<file path="src/design/rfdd_pkg.sv">
package rfdd_pkg;

  localparam int NUM_REGS  = 14;
  localparam int ENV_INDEX = 13;

  localparam int REG_W   = 8;
  localparam int MASK_W  = NUM_REGS;
  localparam int TIME_W  = 63;
  localparam int STAMP_W = TIME_W + 1;
  localparam int DUR_W   = 32;
  localparam int SKIP_W  = 32;
  localparam int LOW_W   = 64;
  localparam int HIGH_W  = 48;
  localparam int REGS_W  = LOW_W + HIGH_W;

  localparam logic [DUR_W-1:0] DUR_RESET = DUR_W'(20000000);

  localparam int QUEUE_DEPTH = 4;
  localparam int QPTR_W      = $clog2(QUEUE_DEPTH);
  localparam int QCNT_W      = $clog2(QUEUE_DEPTH + 1);

  typedef logic [REG_W-1:0] reg_byte_t;

  // One classified chunk on its way from the front end to the back end.
  typedef struct packed {
    logic                close;
    logic [MASK_W-1:0]   wmask;
    logic [REGS_W-1:0]   regs;
    logic [TIME_W-1:0]   stamp;
  } rfdd_entry_t;

endpackage

</file>
<file path="src/design/rfdd_in_if.sv">
interface rfdd_in_if;
  import rfdd_pkg::*;

  logic                valid;
  logic                ready;
  logic [TIME_W-1:0]   chunk_time;
  logic [MASK_W-1:0]   write_mask;
  logic [LOW_W-1:0]    regs_low;
  logic [HIGH_W-1:0]   regs_high;

  modport source (output valid, chunk_time, write_mask, regs_low, regs_high, input ready);
  modport sink (input valid, chunk_time, write_mask, regs_low, regs_high, output ready);
  modport monitor (input valid, ready, chunk_time, write_mask, regs_low, regs_high);

endinterface

</file>
<file path="src/design/rfdd_out_if.sv">
interface rfdd_out_if;
  import rfdd_pkg::*;

  logic                valid;
  logic                ready;
  logic [SKIP_W-1:0]   frames_skipped;
  logic [MASK_W-1:0]   delta_mask;
  logic [LOW_W-1:0]    delta_low;
  logic [HIGH_W-1:0]   delta_high;
  logic [LOW_W-1:0]    base_low;
  logic [HIGH_W-1:0]   base_high;
  logic [TIME_W-1:0]   base_time;

  modport source (
    output valid, frames_skipped, delta_mask, delta_low, delta_high,
           base_low, base_high, base_time,
    input  ready
  );
  modport sink (
    input  valid, frames_skipped, delta_mask, delta_low, delta_high,
           base_low, base_high, base_time,
    output ready
  );
  modport monitor (
    input valid, ready, frames_skipped, delta_mask, delta_low, delta_high,
          base_low, base_high, base_time
  );

endinterface

</file>
<file path="src/design/rfdd_front.sv">
module rfdd_front (
  input  logic                        clk,
  input  logic                        rst_n,
  input  logic                        cfg_wr_en,
  input  logic [rfdd_pkg::DUR_W-1:0]  cfg_wr_data,
  rfdd_in_if.sink                     in_chan,
  output logic                        push,
  output rfdd_pkg::rfdd_entry_t       push_entry,
  input  logic                        q_full
);
  import rfdd_pkg::*;

  logic [DUR_W-1:0]   frame_dur_r;
  logic [TIME_W-1:0]  base_stamp_r;
  logic [TIME_W-1:0]  base_stamp_nxt;
  logic [STAMP_W-1:0] boundary;
  logic               is_close;

  assign in_chan.ready = !q_full;
  assign push          = in_chan.valid && !q_full;

  // The boundary is formed one bit wider than a timestamp so that it cannot wrap.
  assign boundary = {1'b0, base_stamp_r} + {{(STAMP_W - DUR_W){1'b0}}, frame_dur_r};
  assign is_close = {1'b0, in_chan.chunk_time} >= boundary;

  always_comb begin
    push_entry.close = is_close;
    push_entry.wmask = in_chan.write_mask;
    push_entry.regs  = {in_chan.regs_high, in_chan.regs_low};
    push_entry.stamp = base_stamp_r;
    // A closing chunk proves the boundary is inside the timestamp range.
    base_stamp_nxt   = (push && is_close) ? boundary[TIME_W-1:0] : base_stamp_r;
  end

  always_ff @(posedge clk) begin
    if (!rst_n) begin
      frame_dur_r  <= DUR_RESET;
      base_stamp_r <= '0;
    end else begin
      if (cfg_wr_en) begin
        frame_dur_r <= cfg_wr_data;
      end
      base_stamp_r <= base_stamp_nxt;
    end
  end

endmodule

</file>
<file path="src/design/rfdd_queue.sv">
module rfdd_queue (
  input  logic                   clk,
  input  logic                   rst_n,
  input  logic                   push,
  input  rfdd_pkg::rfdd_entry_t  push_entry,
  output logic                   full,
  input  logic                   pop,
  output rfdd_pkg::rfdd_entry_t  pop_entry,
  output logic                   pop_valid
);
  import rfdd_pkg::*;

  rfdd_entry_t         slot_r [QUEUE_DEPTH];
  logic [QPTR_W-1:0]   wr_ptr_r;
  logic [QPTR_W-1:0]   rd_ptr_r;
  logic [QCNT_W-1:0]   count_r;
  logic [QCNT_W-1:0]   count_nxt;

  assign full      = count_r == QCNT_W'(QUEUE_DEPTH);
  assign pop_valid = count_r != '0;
  assign pop_entry = slot_r[rd_ptr_r];

  always_comb begin
    count_nxt = count_r;
    case ({push, pop})
      2'b10:   count_nxt = count_r + 1'b1;
      2'b01:   count_nxt = count_r - 1'b1;
      default: count_nxt = count_r;
    endcase
  end

  always_ff @(posedge clk) begin
    if (push) begin
      slot_r[wr_ptr_r] <= push_entry;
    end
  end

  always_ff @(posedge clk) begin
    if (!rst_n) begin
      wr_ptr_r <= '0;
      rd_ptr_r <= '0;
      count_r  <= '0;
    end else begin
      if (push) begin
        wr_ptr_r <= wr_ptr_r + 1'b1;
      end
      if (pop) begin
        rd_ptr_r <= rd_ptr_r + 1'b1;
      end
      count_r <= count_nxt;
    end
  end

endmodule

</file>
<file path="src/design/rfdd_back.sv">
module rfdd_back (
  input  logic                   clk,
  input  logic                   rst_n,
  input  logic                   pop_valid,
  input  rfdd_pkg::rfdd_entry_t  pop_entry,
  output logic                   pop,
  rfdd_out_if.source             out_chan
);
  import rfdd_pkg::*;

  reg_byte_t          actual_r [NUM_REGS];
  reg_byte_t          base_r   [NUM_REGS];
  logic [MASK_W-1:0]  changed_r;
  logic [SKIP_W-1:0]  skip_r;

  reg_byte_t          merge_actual [NUM_REGS];
  logic [MASK_W-1:0]  merge_changed;
  logic [MASK_W-1:0]  dmask;
  logic [REGS_W-1:0]  dregs;
  logic [REGS_W-1:0]  bregs;
  logic [SKIP_W-1:0]  skip_inc;
  logic               emit;
  logic               out_free;
  logic               do_merge;
  logic               do_close;
  logic               load;

  logic               out_valid_r;
  logic               out_valid_nxt;
  logic [SKIP_W-1:0]  frames_skipped_r;
  logic [MASK_W-1:0]  delta_mask_r;
  logic [REGS_W-1:0]  delta_r;
  logic [REGS_W-1:0]  base_regs_r;
  logic [TIME_W-1:0]  base_time_r;

  always_comb begin
    merge_changed = changed_r;
    dmask         = '0;
    dregs         = '0;
    bregs         = '0;
    for (int i = 0; i < NUM_REGS; i++) begin
      merge_actual[i] = actual_r[i];
      if (pop_entry.wmask[i]) begin
        merge_actual[i] = pop_entry.regs[i*REG_W +: REG_W];
        if (i == ENV_INDEX || actual_r[i] != pop_entry.regs[i*REG_W +: REG_W]) begin
          merge_changed[i] = 1'b1;
        end
      end
      dmask[i] = changed_r[i] && (i == ENV_INDEX || base_r[i] != actual_r[i]);
      if (dmask[i]) begin
        dregs[i*REG_W +: REG_W] = actual_r[i];
      end
      bregs[i*REG_W +: REG_W] = base_r[i];
    end
  end

  assign skip_inc = (skip_r == '1) ? skip_r : skip_r + 1'b1;
  assign emit     = dmask != '0;
  assign out_free = !out_valid_r || out_chan.ready;
  // A merge never touches the output register, so it proceeds under a stall.
  assign pop      = pop_valid && (!pop_entry.close || out_free);
  assign do_merge = pop && !pop_entry.close;
  assign do_close = pop && pop_entry.close;
  assign load     = do_close && emit;

  always_comb begin
    out_valid_nxt = out_valid_r;
    if (load) begin
      out_valid_nxt = 1'b1;
    end else if (out_chan.ready) begin
      out_valid_nxt = 1'b0;
    end
  end

  always_ff @(posedge clk) begin
    if (!rst_n) begin
      for (int i = 0; i < NUM_REGS; i++) begin
        actual_r[i] <= '0;
        base_r[i]   <= '0;
      end
      changed_r   <= '0;
      skip_r      <= '0;
      out_valid_r <= 1'b0;
    end else begin
      if (do_merge) begin
        actual_r  <= merge_actual;
        changed_r <= merge_changed;
      end
      if (do_close) begin
        base_r    <= actual_r;
        changed_r <= '0;
        skip_r    <= emit ? '0 : skip_inc;
      end
      out_valid_r <= out_valid_nxt;
    end
  end

  always_ff @(posedge clk) begin
    if (load) begin
      frames_skipped_r <= skip_inc;
      delta_mask_r     <= dmask;
      delta_r          <= dregs;
      base_regs_r      <= bregs;
      base_time_r      <= pop_entry.stamp;
    end
  end

  assign out_chan.valid          = out_valid_r;
  assign out_chan.frames_skipped = frames_skipped_r;
  assign out_chan.delta_mask     = delta_mask_r;
  assign out_chan.delta_low      = delta_r[LOW_W-1:0];
  assign out_chan.delta_high     = delta_r[REGS_W-1:LOW_W];
  assign out_chan.base_low       = base_regs_r[LOW_W-1:0];
  assign out_chan.base_high      = base_regs_r[REGS_W-1:LOW_W];
  assign out_chan.base_time      = base_time_r;

endmodule

</file>
<file path="src/design/register_frame_delta_dumper_core.sv">
// Register frame delta dumper. Timestamped register-write chunks for a 14-register
// sound chip enter on in_chan, one transfer per clock when the block is ready. Chunks
// that fall before the next frame boundary (base time plus cfg frame duration) are merged
// into a working register set. The first chunk at or past the boundary closes the frame
// without being merged: if any register changed against the committed base (the envelope
// register counts whenever it was written), one result leaves on out_chan carrying the
// skip count, the delta and the old base; then the working set becomes the new base and
// the boundary moves on by exactly one frame. The block takes one chunk per clock while
// its queue has room; a result passes through the queue and the output register.
// The back end merges or closes one queued chunk per cycle, a close only when the output
// register is free; a four-entry queue between the classifying front end and back end
// absorbs up to four chunks while a finished result waits on out_chan, and in_chan.ready
// drops only once that queue is full. The frame duration register resets to 20 ms and
// may be rewritten through cfg_wr_en and cfg_wr_data while no chunk is in flight.
module register_frame_delta_dumper_core (
  input  logic                        clk,
  input  logic                        rst_n,
  input  logic                        cfg_wr_en,
  input  logic [rfdd_pkg::DUR_W-1:0]  cfg_wr_data,
  rfdd_in_if.sink                     in_chan,
  rfdd_out_if.source                  out_chan
);
  import rfdd_pkg::*;

  // Classified chunks travel from the front end to the back end through the queue.
  logic        push;
  rfdd_entry_t push_entry;
  logic        q_full;
  logic        pop;
  rfdd_entry_t pop_entry;
  logic        pop_valid;

  // The front end owns the frame duration and the base timestamp, so it can decide
  // at transfer time whether a chunk merges or closes a frame.
  rfdd_front u_front (
    .clk         (clk),
    .rst_n       (rst_n),
    .cfg_wr_en   (cfg_wr_en),
    .cfg_wr_data (cfg_wr_data),
    .in_chan     (in_chan),
    .push        (push),
    .push_entry  (push_entry),
    .q_full      (q_full)
  );

  rfdd_queue u_queue (
    .clk        (clk),
    .rst_n      (rst_n),
    .push       (push),
    .push_entry (push_entry),
    .full       (q_full),
    .pop        (pop),
    .pop_entry  (pop_entry),
    .pop_valid  (pop_valid)
  );

  // The back end holds the register sets, the change mask and the skip count, and
  // drives the registered result.
  rfdd_back u_back (
    .clk       (clk),
    .rst_n     (rst_n),
    .pop_valid (pop_valid),
    .pop_entry (pop_entry),
    .pop       (pop),
    .out_chan  (out_chan)
  );

endmodule

</file>
<file path="src/flat_wrapper.sv">
// flat-port wrapper written by rule: the top's interface ports become plain ports
module register_frame_delta_dumper_core_flat import rfdd_pkg::*;
  (clk, rst_n, cfg_wr_en, cfg_wr_data, in_chan_valid, in_chan_chunk_time, in_chan_write_mask, in_chan_regs_low, in_chan_regs_high, in_chan_ready, out_chan_valid, out_chan_frames_skipped, out_chan_delta_mask, out_chan_delta_low, out_chan_delta_high, out_chan_base_low, out_chan_base_high, out_chan_base_time, out_chan_ready);
  rfdd_in_if in_chan_i ();
  rfdd_out_if out_chan_i ();
  input  logic clk;
  input  logic rst_n;
  input  logic cfg_wr_en;
  input  logic [rfdd_pkg::DUR_W-1:0] cfg_wr_data;
  input wire logic [$bits(in_chan_i.valid)-1:0] in_chan_valid;
  input wire logic [$bits(in_chan_i.chunk_time)-1:0] in_chan_chunk_time;
  input wire logic [$bits(in_chan_i.write_mask)-1:0] in_chan_write_mask;
  input wire logic [$bits(in_chan_i.regs_low)-1:0] in_chan_regs_low;
  input wire logic [$bits(in_chan_i.regs_high)-1:0] in_chan_regs_high;
  output wire logic [$bits(in_chan_i.ready)-1:0] in_chan_ready;
  output wire logic [$bits(out_chan_i.valid)-1:0] out_chan_valid;
  output wire logic [$bits(out_chan_i.frames_skipped)-1:0] out_chan_frames_skipped;
  output wire logic [$bits(out_chan_i.delta_mask)-1:0] out_chan_delta_mask;
  output wire logic [$bits(out_chan_i.delta_low)-1:0] out_chan_delta_low;
  output wire logic [$bits(out_chan_i.delta_high)-1:0] out_chan_delta_high;
  output wire logic [$bits(out_chan_i.base_low)-1:0] out_chan_base_low;
  output wire logic [$bits(out_chan_i.base_high)-1:0] out_chan_base_high;
  output wire logic [$bits(out_chan_i.base_time)-1:0] out_chan_base_time;
  input wire logic [$bits(out_chan_i.ready)-1:0] out_chan_ready;
  assign in_chan_i.valid = in_chan_valid;
  assign in_chan_i.chunk_time = in_chan_chunk_time;
  assign in_chan_i.write_mask = in_chan_write_mask;
  assign in_chan_i.regs_low = in_chan_regs_low;
  assign in_chan_i.regs_high = in_chan_regs_high;
  assign in_chan_ready = in_chan_i.ready;
  assign out_chan_valid = out_chan_i.valid;
  assign out_chan_frames_skipped = out_chan_i.frames_skipped;
  assign out_chan_delta_mask = out_chan_i.delta_mask;
  assign out_chan_delta_low = out_chan_i.delta_low;
  assign out_chan_delta_high = out_chan_i.delta_high;
  assign out_chan_base_low = out_chan_i.base_low;
  assign out_chan_base_high = out_chan_i.base_high;
  assign out_chan_base_time = out_chan_i.base_time;
  assign out_chan_i.ready = out_chan_ready;
  register_frame_delta_dumper_core u_core (.clk(clk), .rst_n(rst_n), .cfg_wr_en(cfg_wr_en), .cfg_wr_data(cfg_wr_data), .in_chan(in_chan_i), .out_chan(out_chan_i));
endmodule
</file>
<file path="config.mk">
export PLATFORM = sky130hd
export DESIGN_NAME = register_frame_delta_dumper_core_flat
export DESIGN_NICKNAME = d
export VERILOG_FILES = /design/src/design/rfdd_pkg.sv /design/src/design/rfdd_in_if.sv /design/src/design/rfdd_out_if.sv /design/src/design/rfdd_front.sv /design/src/design/rfdd_queue.sv /design/src/design/rfdd_back.sv /design/src/design/register_frame_delta_dumper_core.sv /design/src/flat_wrapper.sv
export SDC_FILE = /design/constraint.sdc
export NUM_CORES = 2
export LEC_CHECK = 0
export BUFFER_PORTS_ARGS = -buffer_cell sky130_fd_sc_hd__buf_4
export CAP_MARGIN = 0
export CELL_PAD_IN_SITES_DETAIL_PLACEMENT = 1
export CELL_PAD_IN_SITES_GLOBAL_PLACEMENT = 1
export CORE_UTILIZATION = 45
export DETAILED_ROUTE_END_ITERATION = 10
export PLACE_DENSITY = 0.78
export SYNTH_ARGS = -nofsm -noshare
export SYNTH_HDL_FRONTEND = slang
export SYNTH_HIERARCHICAL = 1
export SYNTH_SLANG_ARGS = --single-unit
</file>
<file path="constraint.sdc">
create_clock -name clk -period 20.6 [get_ports clk]
set_input_delay 1.03 -clock clk [delete_from_list [all_inputs] [get_ports clk]]
set_output_delay 1.03 -clock clk [all_outputs]
set_load 0.1 [all_outputs]
</file>
## Yosys cells after proc, flatten, opt, wreduce, memory -nomap -nowiden

Memory sizes are Yosys's and may differ from the RTL's. A register that Yosys moved wholly into a read port is not among the register bits.
Cells that the tools add are included.

| operators by class | value |
|---|---|
| add/subtract/negate cells | 6 |
| $lt $le $gt $ge | 1 |
| equal/unequal tests | 30 |
| muxes and demuxes | 9 |
| bitwise operators | 1 |
| reductions and logical operators | 56 |

Operators with widths:

| operator | number |
|---|---|
| 8-bit inequality test | 26 |
| 63-bit by 32-bit adder with 64-bit output | 1 |
| 63-bit by 64-bit >= comparator with 1-bit output | 1 |
| 32-bit two-way mux | 2 |
| 3-bit AND reduction | 13 |
| 32-bit by 1-bit adder with 32-bit output (second input constant) | 1 |
| 32-bit == test (second input constant) | 1 |
| 2-bit AND reduction | 14 |
| 1-bit logical AND | 19 |
| 14-bit nonzero test | 1 |
| 3-bit case mux with 2 select lines | 1 |
| 2-bit by 1-bit adder with 2-bit output (second input constant) | 2 |
| 1-bit two-way mux | 4 |
| 2-bit two-way mux | 2 |
| 2-bit nonzero test | 2 |
| 3-bit by 1-bit adder with 3-bit output (second input constant) | 1 |
| 3-bit == test (second input constant) | 1 |
| 1-bit logical NOT | 3 |
| 3-bit nonzero test | 1 |
| 3-bit by 1-bit subtractor with 3-bit output (second input constant) | 1 |
| 2-bit by 1-bit == test with 1-bit output (second input constant) | 1 |
| 2-bit == test (second input constant) | 1 |
| 1-bit logical OR | 2 |
| 2-bit OR reduction | 1 |
| 1-bit inverter | 1 |

| word-level totals | value |
|---|---|
| register bits after elaboration | 706 |
| bits in writable memories | 760 |
| bits of input ports | 226 |
| word-level logic and storage cells | 171 |
| memories kept | 1 |

Memory list:

| name | words | width | rd ports | clocked after memory_dff | wr ports | RTL line | source |
|---|---|---|---|---|---|---|---|
| u_core.u_queue.slot_r | 4 | 190 | 1 | 1 | 1 | rfdd_queue.sv:13 | `rfdd_entry_t slot_r [QUEUE_DEPTH];` |

## Depth between registers and ports, before layout

| depth | value |
|---|---|
| depth in word-level cells | 7 |
| gate-level depth with buffers | 27 |

## Modules after synthesis

Netlist, hierarchy kept.

Modules (own cells, without submodules):

| module | instances | cells each | area each (um^2) | sequential area each (um^2) |
|---|---|---|---|---|
| rfdd_queue | 1 | 1038 | 27820.4 | 23002.1 |
| rfdd_back | 1 | 2004 | 23731.5 | 15424.8 |
| rfdd_front | 1 | 1065 | 8658.3 | 1901.8 |

## Worst setup path after synthesis

OpenSTA, ideal clock, no wires.

| path | value |
|---|---|
| path kind | register -> register |
| from | register u_core/u_back/actual_r[50] (netlist bit) |
| to | register u_core.u_back.base_regs_r[0], enable pin |
| library setup time | 1230 ps |
| arrival | 19117 ps |
| data required time | 19370 ps |
| setup slack | 254 ps |
| cell stages (with the launch flop) | 7 |
| clock period less this slack | 20346 ps |
| cell sequence | dfxtp_1 xor2_1 nor4_1 a21boi_1 nor4_2 and2_1 a31oi_1 |

| between the ends | value |
|---|---|
| longest elaborated chain between the ends | 4 |

RTL lines:

| item | RTL line | source |
|---|---|---|
| start, declared | rfdd_back.sv:11 | `reg_byte_t actual_r [NUM_REGS];` |
| start signal, assigned | rfdd_back.sv:86 | `actual_r <= merge_actual;` |
| 8-bit inequality test | rfdd_back.sv:49 | `dmask[i] = changed_r[i] && (i == ENV_INDEX \|\| base_r[i] != actual_r[i]);` |
| 1-bit logical AND | rfdd_back.sv:49 |  |
| via u_core.u_back.dmask[7] | rfdd_back.sv:18 | `logic [MASK_W-1:0] dmask;` |
| 14-bit nonzero test | rfdd_back.sv:58 | `assign emit = dmask != '0;` |
| 1-bit logical AND | rfdd_back.sv:64 | `assign load = do_close && emit;` |
| via u_core.u_back.load | rfdd_back.sv:26 | `logic load;` |
| end signal, assigned | rfdd_back.sv:103 | `base_regs_r <= bregs;` |
| end, declared | rfdd_back.sv:33 | `logic [REGS_W-1:0] base_regs_r;` |

The timed path passes the listed nets, and every way through them passes these cells.
A chain may end at the register's enable or synchronous reset.

## Final worst setup path

| path | value |
|---|---|
| from | register u_core.u_front.base_stamp_r[0] |
| to | register u_core.u_front.base_stamp_r[24] |

| between the ends | value |
|---|---|
| longest elaborated chain between the ends | 3 |

RTL lines:

| item | RTL line | source |
|---|---|---|
| start, declared | rfdd_front.sv:14 | `logic [TIME_W-1:0] base_stamp_r;` |
| start signal, assigned | rfdd_front.sv:43 | `base_stamp_r <= base_stamp_nxt;` |
| 63-bit by 32-bit adder with 64-bit output (*) | rfdd_front.sv:23 | `assign boundary = {1'b0, base_stamp_r} + {{(STAMP_W - DUR_W){1'b0}}, frame_dur_r};` |
| 63-bit by 64-bit >= comparator with 1-bit output | rfdd_front.sv:24 | `assign is_close = {1'b0, in_chan.chunk_time} >= boundary;` |
| 1-bit logical AND | rfdd_front.sv:32 | `base_stamp_nxt = (push && is_close) ? boundary[TIME_W-1:0] : base_stamp_r;` |

Every way passes the cells marked *; elsewhere a longest branch is shown, timed or not.

==> flow_summary.html <==
<table>
<tr><th>Metric</th><th>Value</th></tr>
<tr><th colspan="2">Yosys</th></tr>
<tr><td>Number of warnings printed during yosys synthesis</td><td>6</td></tr>
<tr><td>Biggest area contributors in the synthesized netlist</td><td>sky130_fd_sc_hd__edfxtp_1, sky130_fd_sc_hd__dfxtp_1, sky130_fd_sc_hd__mux4_2</td></tr>
<tr><td>Adder and majority gate portion of the synthesized area</td><td>2.17%</td></tr>
<tr><td>Synth unique cells</td><td>70</td></tr>
<tr><td>Compound-Gate Fraction of Synth Area</td><td>~7%</td></tr>
<tr><td>Cell taking the most area after synthesis</td><td>sky130_fd_sc_hd__edfxtp_1</td></tr>
<tr><td>Parity-gate share of the synthesized area counting xor and xnor cells</td><td>between 4 and 5%</td></tr>
<tr><td>Share of Yosys cell area claimed by the top area cell type</td><td>54.5%</td></tr>
<tr><td>Number of enable-type register cells in the synthesized netlist</td><td>approximately 1100</td></tr>
<tr><td>Post-synthesis async set-or-reset flop share</td><td>0%</td></tr>
<tr><td>Most numerous cell in the Yosys netlist</td><td>sky130_fd_sc_hd__edfxtp_1</td></tr>
<tr><td>Main combinational cell family by area after synthesis</td><td>simple AND/OR/NAND/NOR gates</td></tr>
<tr><td>Mean cell area of the mapped netlist</td><td>14.7 um2</td></tr>
<tr><td>Simple-gate share of the synthesized area</td><td>around 8.7%</td></tr>
<tr><td>Top flip-flop cell by instance count after synthesis</td><td>sky130_fd_sc_hd__edfxtp_1</td></tr>
<tr><td>Number of instances in the synthesized netlist</td><td>4107</td></tr>
<tr><td>Post-synthesis register bit count</td><td>approximately 1500</td></tr>
<tr><td>Area of the mapped netlist</td><td>approximately 0.06 mm2</td></tr>
<tr><td>Post-synthesis net count</td><td>4436</td></tr>
<tr><td>Mux contribution to synthesized area</td><td>7.87%</td></tr>
<tr><td>Commonest cells in the synthesized netlist</td><td>sky130_fd_sc_hd__edfxtp_1, sky130_fd_sc_hd__nand2_1, sky130_fd_sc_hd__dfxtp_1</td></tr>
<tr><td>Post-synthesis sequential area ratio</td><td>between 60% and 70%</td></tr>
<tr><th colspan="2">Timing</th></tr>
<tr><td>RSZ-0062 raised after global routing</td><td>no</td></tr>
<tr><td>Worst Tran Pin Value</td><td>~1200 ps</td></tr>
<tr><td>Final worst path period share</td><td>between 30% and 40%</td></tr>
<tr><td>Slew Limit Headroom</td><td>a little under a quarter</td></tr>
<tr><td>Maximum frequency from static timing analysis</td><td>146 MHz</td></tr>
<tr><td>Setup violations, final</td><td>0</td></tr>
<tr><td>Post-route clock skew</td><td>41.0 ps</td></tr>
<tr><td>Worst hold slack after final layout</td><td>around 430 ps</td></tr>
<tr><td>Number of pins exceeding their max-slew limit in the final report</td><td>0</td></tr>
<tr><td>Minimum clock period</td><td>between 6000 and 7000 ps</td></tr>
<tr><td>Total count of hold-check failures in the final report</td><td>0</td></tr>
<tr><td>Setup total negative slack</td><td>0 ps</td></tr>
<tr><th colspan="2">Critical path</th></tr>
<tr><td>Category of the worst setup path capture point</td><td>flip-flop</td></tr>
<tr><td>Crit start category</td><td>flip-flop</td></tr>
<tr><td>Required time at the endpoint of the critical path</td><td>21220 ps</td></tr>
<tr><td>R2R cell count</td><td>23</td></tr>
<tr><td>Critical R2R Capture</td><td>u_core/u_front/base_stamp_r[24]$_SDFFE_PN0P_</td></tr>
<tr><td>Setup slack, reg-to-reg</td><td>13770 ps</td></tr>
<tr><td>Maximum fanout count along the critical path</td><td>71</td></tr>
<tr><td>Critical Path Slowest Stage Cell</td><td>sky130_fd_sc_hd__nor2_1</td></tr>
<tr><td>Classification of the worst setup path</td><td>reg2reg</td></tr>
<tr><td>Crit path DAT</td><td>between 7000 and 8000 ps</td></tr>
<tr><td>Worst setup path start</td><td>u_core/u_front/base_stamp_r[0]$_SDFFE_PN0P_</td></tr>
<tr><td>Crit path largest cell delay</td><td>about 580 ps</td></tr>
<tr><td>Critical path cell sequence</td><td>ha_1 &gt; inv_1 &gt; fa_1 &gt; nor2b_1 &gt; o211ai_1 &gt; a31oi_1 &gt; o21ai_1 &gt; a2111oi_2 &gt; o21a_1 &gt; buf_4 &gt; nand4_1 &gt; nor2_1 &gt; xnor2_1 &gt; ha_1 &gt; and4_1 &gt; nand4_1 &gt; or3_1 &gt; nor4_1 &gt; o31ai_1 &gt; or2_2 &gt; buf_4 &gt; nor2_1 &gt; a211oi_1</td></tr>
<tr><td>End of the critical path</td><td>u_core/u_front/base_stamp_r[24]$_SDFFE_PN0P_</td></tr>
<tr><td>Critical register-to-register path startpoint</td><td>u_core/u_front/base_stamp_r[0]$_SDFFE_PN0P_</td></tr>
<tr><th colspan="2">Floorplan</th></tr>
<tr><td>Core ar.</td><td>approximately 0.13 mm2</td></tr>
<tr><td>Width of the die</td><td>about 370 um</td></tr>
<tr><td>Full die area</td><td>0.135 mm2</td></tr>
<tr><td>Io pins</td><td>between 500 and 600</td></tr>
<tr><td>Die outline height</td><td>between 300 and 400 um</td></tr>
<tr><td>Floorplan row count</td><td>approximately 130</td></tr>
<tr><td>Effective utilization at floorplan</td><td>a little under half</td></tr>
<tr><th colspan="2">Cells and area</th></tr>
<tr><td>Combined area of the multi-input logic cells</td><td>about 0.018 mm2</td></tr>
<tr><td>Final net count</td><td>about 4900</td></tr>
<tr><td>Post-route standard cell area excluding fillers</td><td>0.0707 mm2</td></tr>
<tr><td>Number of filler instances in the final layout</td><td>around 13000</td></tr>
<tr><td>Ratio of cells with drive above 1 in the final layout</td><td>between 20% and 30%</td></tr>
<tr><td>Relative area change from synthesis to final layout</td><td>17.3%</td></tr>
<tr><td>Total area of sequential cells</td><td>slightly above 0.04 mm2</td></tr>
<tr><td>Cell Count, Final, Fillers Out</td><td>approximately 6500</td></tr>
<tr><td>Share of the core filled with cells in the final layout</td><td>around 53%</td></tr>
<tr><th colspan="2">Global routing</th></tr>
<tr><td>Vias in the first global route</td><td>37800</td></tr>
<tr><td>First-pass GRT wire length</td><td>between 200000 and 250000 um</td></tr>
<tr><td>Antenna violations before repair</td><td>31</td></tr>
<tr><td>Congestion Overflow GR</td><td>0</td></tr>
<tr><td>Pin count of the biggest net entering global routing</td><td>approximately 140</td></tr>
<tr><td>Total global routing track utilization</td><td>23.8%</td></tr>
<tr><th colspan="2">Detailed routing</th></tr>
<tr><td>Number of detailed-routing iterations run before antenna repair</td><td>5</td></tr>
<tr><td>Post-detailed-routing wire length</td><td>between 150000 and 200000 um</td></tr>
<tr><td>Routed via count</td><td>36100</td></tr>
<tr><td>Iteration-0 DRC Markers</td><td>2650</td></tr>
<tr><td>Number of nets still failing antenna checks after routing</td><td>0</td></tr>
<tr><td>Drt drc</td><td>0</td></tr>
<tr><td>Routed wire length per instance</td><td>between 20 and 30 um</td></tr>
<tr><td>Via density per instance</td><td>between 5 and 6</td></tr>
<tr><th colspan="2">Clocking</th></tr>
<tr><td>TritonCTS clock tree</td><td>yes</td></tr>
<tr><td>Cts hold-fix bufs</td><td>0</td></tr>
<tr><td>Cell chosen for the clock root</td><td>sky130_fd_sc_hd__clkbuf_16</td></tr>
<tr><td>Clock insertion delay at the later pin of the skew report</td><td>just under 800 ps</td></tr>
<tr><td>Post-cts resize count</td><td>0</td></tr>
<tr><td>Clock transition at the register clock pins on the worst setup and hold paths after CTS</td><td>60 ps</td></tr>
<tr><td>Htree depth</td><td>4</td></tr>
<tr><td>Cts bufs inserted</td><td>roughly 160</td></tr>
<tr><td>Clock Path Buffers</td><td>3</td></tr>
<tr><td>Post-CTS setup repair buffer count</td><td>0</td></tr>
<tr><td>Sink Count</td><td>approximately 1500</td></tr>
<tr><th colspan="2">Run</th></tr>
<tr><td>Number of max-cap violations</td><td>0</td></tr>
<tr><th colspan="2">Pwr</th></tr>
<tr><td>Combinational Power Share</td><td>between 30% and 40%</td></tr>
<tr><td>Net switching fraction of the power</td><td>approximately two fifths</td></tr>
<tr><td>Cell-internal power</td><td>6.39 mW</td></tr>
<tr><td>Net switching power figure</td><td>between 4 and 5 mW</td></tr>
<tr><td>Pwr/cell area</td><td>around 150 mW/mm2</td></tr>
<tr><td>Static leakage</td><td>between 20 and 30 nW</td></tr>
<tr><td>Peak supply drop</td><td>approximately 110 uV</td></tr>
<tr><td>Share of power burned in registers</td><td>between 30% and 40%</td></tr>
<tr><td>Portion of total power attributed to the clock network</td><td>a little over a quarter</td></tr>
<tr><th colspan="2">Placed design</th></tr>
<tr><td>Post-DP HPWL</td><td>106000 um</td></tr>
<tr><td>Placed Cells</td><td>slightly above 6000</td></tr>
<tr><td>Gp weighted congestion</td><td>approximately 0.86</td></tr>
<tr><td>Area post-placement</td><td>~0.065 mm2</td></tr>
<tr><td>Count of buffers inserted at the top-level ports</td><td>between 500 and 600</td></tr>
<tr><th colspan="2">Min path</th></tr>
<tr><td>Classification of the worst-slack hold path</td><td>reg2reg</td></tr>
<tr><th colspan="2">Outcome</th></tr>
<tr><td>Outcome</td><td>complete, no violations</td></tr>
</table>
[area by class of cell]
| cell class | count | area share, % |
|---|---|---|
| well taps | 1755 | 3.11 |
| multi-input cells | 2289 | 25.5 |
| diodes | 24 | 0.0850 |
| clock inverters | 81 | 1.47 |
| repair buffers | 601 | 6.48 |
| flip-flops and latches | 1468 | 57.1 |
| inverters | 30 | 0.159 |
| clock buffers | 211 | 6.12 |
[critical path: cells and delay by family, from the launching register on]
family	cells	cell delay (ps)
flops	1	400
xor+xnor	1	110
compound gates	7	1540
buf+inv	3	670
simple gates	9	2920
fa+ha+maj	3	970
[state kept, by name, summed over array words and instances (netlist names), named ones only]
name / count
u_core/u_queue/slot_r: 760
u_core/u_back/actual_r: 112
u_core/u_back/base_r: 112
u_core/u_back/base_regs_r: 112
u_core/u_back/delta_r: 112
u_core/u_back/out_chan.base_time: 63
u_core/u_front/base_stamp_r: 63
u_core/u_back/out_chan.frames_skipped: 32
u_core/u_back/skip_r: 32
u_core/u_front/frame_dur_r: 32
u_core/u_back/changed_r: 14
u_core/u_back/out_chan.delta_mask: 14
u_core/u_queue/count_r: 3
u_core/u_queue/rd_ptr_r: 2
u_core/u_queue/wr_ptr_r: 2
u_core/u_back/out_chan.valid: 1
[stage by stage]
step           power, mW  worst slack (ps)
2_1_floorplan       7.19               254
3_3_place_gp        7.84             14240
3_5_place_dp        7.92             13880
4_1_cts             10.9             13840
5_1_grt             11.1             13360
6_report            10.8             13770
[per-layer routing]
metal | wire [um] | vias to the layer above | track usage, %
met4 | 4310 | 24 | 8.63
met5 | 133 | - | 0
met2 | 80700 | 1100 | 39.4
met3 | 9910 | 252 | 4.78
li1 | - | 16200 | -
met1 | 68600 | 18500 | 31.1
[cells by family after synthesis]
family	Yosys count
buffers and inverters	350
xor gates and xnor gates	290
muxes	236
adders and majority gates	103
AOI/OAI and AO/OA	581
DFF	1468
and+or+nand+nor	1079
[worst min-delay path by stage]
| stage | endpoint | start | slack, ps | depth (start not counted) |
|---|---|---|---|---|
| 3_3_place_gp | u_core/u_back/base_regs_r[104]$_DFFE_PP_ | u_core/u_back/base_r[0]$_SDFFE_PN0P_ | 420 | 0 |
| 6_report | u_core/u_back/base_regs_r[109]$_DFFE_PP_ | u_core/u_back/base_r[5]$_SDFFE_PN0P_ | 430 | 0 |
| 4_1_cts | u_core/u_queue/slot_r[2][112]$_DFFE_PP_ | in_chan_regs_low[49] | 370 | 1 |
| 5_1_grt | u_core/u_queue/slot_r[1][139]$_DFFE_PP_ | in_chan_regs_high[12] | 390 | 1 |
| 3_5_place_dp | u_core/u_back/base_regs_r[109]$_DFFE_PP_ | u_core/u_back/base_r[5]$_SDFFE_PN0P_ | 420 | 0 |
| 2_1_floorplan | u_core/u_back/base_regs_r[104]$_DFFE_PP_ | u_core/u_back/base_r[0]$_SDFFE_PN0P_ | 410 | 0 |
[placed cells by master (no fill, tap or decap), types with 34 or more instances in the layout]
| cell type | instances |
|---|---|
| sky130_fd_sc_hd__dfxtp_1 | 373 |
| sky130_fd_sc_hd__ha_1 | 101 |
| sky130_fd_sc_hd__o21a_1 | 47 |
| sky130_fd_sc_hd__nand4_1 | 39 |
| sky130_fd_sc_hd__nor4_1 | 68 |
| sky130_fd_sc_hd__xor2_1 | 245 |
| sky130_fd_sc_hd__nand2_1 | 462 |
| sky130_fd_sc_hd__a21o_1 | 34 |
| sky130_fd_sc_hd__buf_4 | 595 |
| sky130_fd_sc_hd__mux4_2 | 190 |
| sky130_fd_sc_hd__xnor2_1 | 45 |
| sky130_fd_sc_hd__a21boi_0 | 252 |
| sky130_fd_sc_hd__mux2i_1 | 45 |
| sky130_fd_sc_hd__and2_1 | 128 |
| sky130_fd_sc_hd__clkbuf_16 | 159 |
| sky130_fd_sc_hd__nor2_1 | 67 |
| sky130_fd_sc_hd__clkbuf_1 | 37 |
| sky130_fd_sc_hd__nor3_1 | 46 |
| sky130_fd_sc_hd__nand3_1 | 161 |
| sky130_fd_sc_hd__edfxtp_1 | 1093 |
| sky130_fd_sc_hd__a21oi_1 | 100 |
[power by group through the flow]
| stage | clock network (mW) | logic [mW] | registers (mW) |
|---|---|---|---|
| finish | 2.90 | 3.74 | 4.13 |
| global route | 3.07 | 3.89 | 4.17 |
| CTS | 2.97 | 3.77 | 4.13 |
| detailed placement | 0 | 3.74 | 4.18 |
| global placement | 0 | 3.69 | 4.15 |
| floorplan | 0 | 1.25 | 5.94 |
(Power assumes the default switching activity.)
